## config.mk

```make
export PLATFORM = sky130hd
export DESIGN_NAME = bmh_ctrl
export DESIGN_NICKNAME = d
export VERILOG_FILES = /design/src/rtl/bmh_pkg.sv /design/src/rtl/bmh_ctrl.sv
export SDC_FILE = /design/constraint.sdc
export NUM_CORES = 1
export LEC_CHECK = 0
export ABC_CLOCK_PERIOD_IN_PS = 10480
export BUFFER_PORTS_ARGS = -buffer_cell sky130_fd_sc_hd__buf_2
export CORE_MARGIN = 5
export CORE_UTILIZATION = 56
export DETAILED_ROUTE_END_ITERATION = 10
export GPL_TIMING_DRIVEN = 0
export PLACE_DENSITY_LB_ADDON = 0.05
export REMOVE_ABC_BUFFERS = 1
export SLEW_MARGIN = 20
export SYNTH_ARGS = -nofsm -noshare
export SYNTH_HDL_FRONTEND = slang
export SYNTH_SLANG_ARGS = --single-unit
```

## constraint.sdc

```tcl
create_clock -name i_clk -period 10.48 [get_ports i_clk]
set_input_delay 2.096 -clock i_clk [delete_from_list [all_inputs] [get_ports i_clk]]
set_output_delay 2.096 -clock i_clk [all_outputs]
set_load 0.05 [all_outputs]
```

## src/rtl/bmh_pkg.sv

```systemverilog
// ============================================================================
// bmh_pkg: shared types and constants of the binary min-heap
// Key type, item mode codes, result status codes and the result word passed
// from the controller to the output stage.
// ============================================================================
package bmh_pkg;

    localparam int KEY_W     = 32;
    localparam int CNT_W     = 10;
    localparam int STATUS_W  = 2;
    localparam int OUT_TDATA_W = ((KEY_W + CNT_W + 7) / 8) * 8;

    // Item mode carried in the input tuser bit.
    localparam logic MODE_INSERT = 1'b0;
    localparam logic MODE_REMOVE = 1'b1;

    typedef logic signed [KEY_W-1:0] t_key;

    typedef enum logic [STATUS_W-1:0] {
        ST_OK    = 2'd0,
        ST_EMPTY = 2'd1,
        ST_FULL  = 2'd2
    } t_status;

    typedef struct packed {
        t_key               key;
        t_status            status;
        logic [CNT_W-1:0]   count;
    } t_result;

endpackage

```

## src/rtl/bmh_ctrl.sv

```systemverilog
// ============================================================================
// bmh_ctrl: heap sequencer
// Walks sift-up and sift-down one level per cycle against the key RAM and
// holds the finished result until the output stage takes it.
// ============================================================================
module bmh_ctrl
    import bmh_pkg::*;
#(
    parameter int DEPTH = 1024,
    localparam int AW   = $clog2(DEPTH)
) (
    input  logic          i_clk,
    input  logic          i_rst_n,
    // item side
    input  logic          i_valid,
    output logic          o_ready,
    input  logic          i_mode,
    input  t_key          i_key,
    // key RAM
    output logic          o_we,
    output logic [AW-1:0] o_waddr,
    output t_key          o_wdata,
    output logic [AW-1:0] o_ra_addr,
    output logic [AW-1:0] o_rb_addr,
    input  t_key          i_rd_a,
    input  t_key          i_rd_b,
    // result side
    output logic          o_res_valid,
    input  logic          i_res_ready,
    output t_result       o_res
);

    typedef enum logic [5:0] {
        S_IDLE     = 6'b000001,
        S_INS_CMP  = 6'b000010,
        S_PUT      = 6'b000100,
        S_REM_LOAD = 6'b001000,
        S_REM_CMP  = 6'b010000,
        S_DONE     = 6'b100000
    } t_state;

    localparam logic [AW-1:0] CNT_FULL = AW'(DEPTH - 1);
    localparam logic [AW-1:0] ROOT     = AW'(1);

    t_state        r_state,   n_state;
    logic [AW-1:0] r_count,   n_count;
    logic [AW-1:0] r_pos,     n_pos;
    logic [AW:0]   r_child,   n_child;
    t_key          r_key,     n_key;
    t_key          r_res_key, n_res_key;
    t_status       r_status,  n_status;

    logic [AW-1:0] count_inc;
    logic [AW-1:0] up_pos;
    logic [AW:0]   count_ext;
    logic          right_ok;
    logic [AW:0]   pick_idx;
    t_key          pick_key;
    logic [AW:0]   nc_right;

    assign count_inc = r_count + 1'b1;
    assign up_pos    = r_pos >> 1;
    assign count_ext = {1'b0, r_count};
    assign right_ok  = (r_child < count_ext);

    // Right child wins only when strictly smaller than the left one.
    always_comb begin
        if (right_ok && (i_rd_a > i_rd_b)) begin
            pick_idx = r_child + 1'b1;
            pick_key = i_rd_b;
        end else begin
            pick_idx = r_child;
            pick_key = i_rd_a;
        end
    end

    always_comb begin
        n_state   = r_state;
        n_count   = r_count;
        n_pos     = r_pos;
        n_child   = r_child;
        n_key     = r_key;
        n_res_key = r_res_key;
        n_status  = r_status;
        o_we      = 1'b0;
        o_waddr   = r_pos;
        o_wdata   = r_key;
        o_ra_addr = '0;
        o_rb_addr = '0;
        nc_right  = '0;
        case (r_state)
            S_IDLE: begin
                if (i_valid) begin
                    n_res_key = '0;
                    n_status  = ST_OK;
                    if (i_mode == MODE_INSERT) begin
                        if (r_count >= CNT_FULL) begin
                            n_status = ST_FULL;
                            n_state  = S_DONE;
                        end else begin
                            n_count = count_inc;
                            n_pos   = count_inc;
                            n_key   = i_key;
                            if (r_count == '0) begin
                                o_we    = 1'b1;
                                o_waddr = ROOT;
                                o_wdata = i_key;
                                n_state = S_DONE;
                            end else begin
                                o_ra_addr = count_inc >> 1;
                                n_state   = S_INS_CMP;
                            end
                        end
                    end else begin
                        if (r_count == '0) begin
                            n_status = ST_EMPTY;
                            n_state  = S_DONE;
                        end else begin
                            n_count   = r_count - 1'b1;
                            o_ra_addr = ROOT;
                            o_rb_addr = r_count;
                            n_state   = S_REM_LOAD;
                        end
                    end
                end
            end
            S_INS_CMP: begin
                o_we = 1'b1;
                if (r_key < i_rd_a) begin
                    // Parent moves down into the hole, the hole moves up.
                    o_wdata = i_rd_a;
                    n_pos   = up_pos;
                    if (up_pos == ROOT) begin
                        n_state = S_PUT;
                    end else begin
                        o_ra_addr = up_pos >> 1;
                    end
                end else begin
                    n_state = S_DONE;
                end
            end
            S_PUT: begin
                o_we    = 1'b1;
                n_state = S_DONE;
            end
            S_REM_LOAD: begin
                n_res_key = i_rd_a;
                n_key     = i_rd_b;
                n_pos     = ROOT;
                n_child   = (AW+1)'(2);
                nc_right  = (AW+1)'(3);
                if (n_child <= count_ext) begin
                    o_ra_addr = n_child[AW-1:0];
                    o_rb_addr = (n_child < count_ext) ? nc_right[AW-1:0] : n_child[AW-1:0];
                    n_state   = S_REM_CMP;
                end else begin
                    o_we    = 1'b1;
                    o_waddr = ROOT;
                    o_wdata = i_rd_b;
                    n_state = S_DONE;
                end
            end
            S_REM_CMP: begin
                o_we = 1'b1;
                if (r_key <= pick_key) begin
                    n_state = S_DONE;
                end else begin
                    // Smaller child moves up, the hole moves down.
                    o_wdata  = pick_key;
                    n_pos    = pick_idx[AW-1:0];
                    n_child  = {pick_idx[AW-1:0], 1'b0};
                    nc_right = {pick_idx[AW-1:0], 1'b1};
                    if (n_child <= count_ext) begin
                        o_ra_addr = n_child[AW-1:0];
                        o_rb_addr = (n_child < count_ext) ? nc_right[AW-1:0]
                                                           : n_child[AW-1:0];
                    end else begin
                        n_state = S_PUT;
                    end
                end
            end
            S_DONE: begin
                if (i_res_ready) begin
                    n_state = S_IDLE;
                end
            end
            default: begin
                n_state = S_IDLE;
            end
        endcase
    end

    always_ff @(posedge i_clk) begin
        if (!i_rst_n) begin
            r_state <= S_IDLE;
            r_count <= '0;
        end else begin
            r_state <= n_state;
            r_count <= n_count;
        end
        r_pos     <= n_pos;
        r_child   <= n_child;
        r_key     <= n_key;
        r_res_key <= n_res_key;
        r_status  <= n_status;
    end

    assign o_ready     = (r_state == S_IDLE);
    assign o_res_valid = (r_state == S_DONE);
    assign o_res       = '{key: r_res_key, status: r_status, count: CNT_W'(r_count)};

endmodule

```

==> impl_metrics.tcl <==
set metrics [dict create \
    critical_path.max_fanout 15 \
    p_per_area_mw_per_mm2 256.2 \
    yosysWarnings 0 \
    setup_tns_ps 0 \
    fmax_mhz 98.77 \
    place_inst 1406 \
    grt_usage_pct 29.79 \
    drt-initial-drc-count 678 \
    ys_types 73 \
    dieArea_mm2 0.01904 \
    initial_core_util_pct 57.33 \
    slew_headroom_pct 26.91 \
    grt_first_pass_wirelength_mm 44.06 \
    overflow 0 \
    yosysSeqAreaShare_pct 31.65 \
    grt_pass1_vias 8399 \
    areaGrowthSynthToFinish_pct 19.57 \
    cts_buffers 9 \
    routedWlPerCell_um 20.06 \
    layout_common_cells "209 x buf_2, 116 x ha_1, 110 x inv_1" \
    hold_viol 0 \
    grt_max_degree 33 \
    syn_avg_cell_area_um2 9.118 \
    clock-root-buffer "clkbuf_16" \
    pre_cts_slack_ps -146.2 \
    dieWidth_um 138.0 \
    synthFlopType "edfxtp_1" \
    p_leak_nw 5.007 \
    drc 0 \
    antenna_left 0 \
    min_path_cells 2 \
    worst_slack_ps 355.2 \
    wirelength_mm 28.61 \
    clockBufferDepth 2 \
    clock_latency_ps 370 \
    cp.required_ps 8380 \
    vdd_drop_max_uv 250.4 \
    die_y_um 138.0 \
    final_cells 1426 \
    rsz0062_at_grt "no" \
    final_common_cell "buf_2" \
    cts.sinks 102 \
    min_period_ps 10120 \
    status "finished clean" \
    drt-pass1-iter-count 5 \
    skew_ps 11.33 \
    critPathLaunchType "input port" \
    num_vias 8789 \
    dp_hpwl_mm 21.99 \
    setup_viol_count_final 0 \
    fin_nets 1420 \
    rr_worst_depth 18 \
    rows 46 \
    ctsHoldBuffers 0 \
    clk_pin_slew_ps 70 \
    netlist_area_mm2 0.009173 \
    worstPathArrival_ps 8030 \
    layout-drive-gt1-share_pct 25.66 \
    ios 210 \
    worstMarginPinSlew_ps 1096 \
    antenna_found_initial 1 \
    finalMaxSlewViolations 0 \
    holdCritPathClass "reg -> reg" \
    portBuffers 209 \
    gp_congestion 0.9031 \
    synth_edf_count 86 \
    cts_tree "done" \
    synth-seq-cells 102 \
    period_share_pct 96.61 \
    path_class "in -> out" \
    cap_violations 0 \
    viasPerCell 6.163 \
    syn_inst 1006 \
    htree_levels 3 \
    async_reset_ff_share_pct 0 \
    endpoint_kind "output pin" \
    core_area_mm2 0.01600 \
]
-- report_power, final --
group,internal [W],switching [W]
clock network,0.000186,0.000169
logic,0.000527,0.00125
registers,0.000587,0.0000902
-- final cells by class --
class                      count  area, µm²
inverter                     111      416.7
clock buffer                   9      225.2
tap                          216      270.3
sequential                   102       2903
antenna                        2      5.005
fill                        1413       5032
clock inverter                 7      72.57
timing repair buffer         237       1440
multi-input combinational    742       5635
-- flip-flops by register name, indices dropped and copies added (netlist names) --
| register | flops |
|---|---|
| r_count | 10 |
| r_status | 2 |
| r_res_key | 32 |
| r_state | 6 |
| r_child | 10 |
| r_key | 32 |
| r_pos | 10 |
-- worst paths after layout --
path         startpoint           to  slack, ps
max          i_rd_b[31]  o_wdata[18]        360
min          r_count[8]   r_count[8]        580
max reg2reg  r_count[2]   r_child[1]       4680
min reg2reg  r_count[8]   r_count[8]        580
-- logic make-up after synthesis --
| kind of cell | count (synthesis) | synth area share, % |
|---|---|---|
| multiplexers | 32 | 3.533 |
| adder cells (fa/ha/maj) | 116 | 15.82 |
| AO/OA/AOI/OAI | 291 | 23.91 |
| buffers and inverters | 162 | 7.707 |
| XOR/XNOR | 16 | 1.528 |
| flip-flops | 102 | 31.65 |
| AND/OR/NAND/NOR | 287 | 15.85 |
-- routing by layer --
layer	GRT usage, %	part of all wire, %	wire (µm)	vias to the layer above
li1	-	-	-	4175
met3	4.209	8.0	2295	41
met1	40.71	43	12270	4186
met4	9.495	1.6	470	0
met2	48.94	47	13570	387
met5	0	0	0	-
-- cell usage after synthesis (13+ instances only) --
cell type / count / area, µm²
a21oi_1: 57 / 285.3
a22o_1: 37 / 324.1
a31oi_1: 36 / 225.2
and2_1: 21 / 131.4
clkbuf_1: 22 / 82.58
dfxtp_1: 16 / 320.3
edfxtp_1: 86 / 2582
ha_1: 116 / 1451
inv_1: 110 / 412.9
mux2i_1: 31 / 310.3
nand2_1: 85 / 319.1
nand3_1: 18 / 90.09
nand4_1: 17 / 106.4
nor2_1: 72 / 270.3
nor3_1: 13 / 65.06
o21ai_0: 59 / 295.3
o221ai_2: 30 / 450.4
xnor2_1: 16 / 140.1
-- metrics by stage --
step | area (µm²) | hold slack [ps] | power (W) | utilization, %
finish | 10970 | 576.1 | 0.002810 | 68.55
global route | 10970 | 618.7 | 0.002963 | 68.53
CTS | 10950 | 577.3 | 0.002801 | 68.43
detailed placement | 10630 | 565.2 | 0.002440 | 66.41
global placement | 10200 | 558.3 | 0.002376 | 63.74
floorplan | 8882 | 561.0 | 0.001953 | -
-- critical path, cell delays in order --
cell and delay, ps:
buf_2 90, inv_1 60, ha_1 330, nand4_1 210
nor4_2 370, nor3b_1 510, o41ai_2 230, nand4_1 150
nor4bb_4 330, buf_6 210, buf_6 160, mux2i_1 240
ha_1 150, nand4_1 160, nor4_2 490, and4_1 330
o41a_1 230, o22a_1 230, nand3_1 250, a2bb2oi_4 300
buf_16 240, buf_16 170, o221ai_2 160, buf_2 300
-- timing repair --
action,CTS,global route
cloned,0,0
setup endpoints to repair,23,23
gates resized for setup,2,2
setup buffers,2,0
hold endpoints to repair,0,0
No activity file was read; power rests on OpenSTA's default activity.
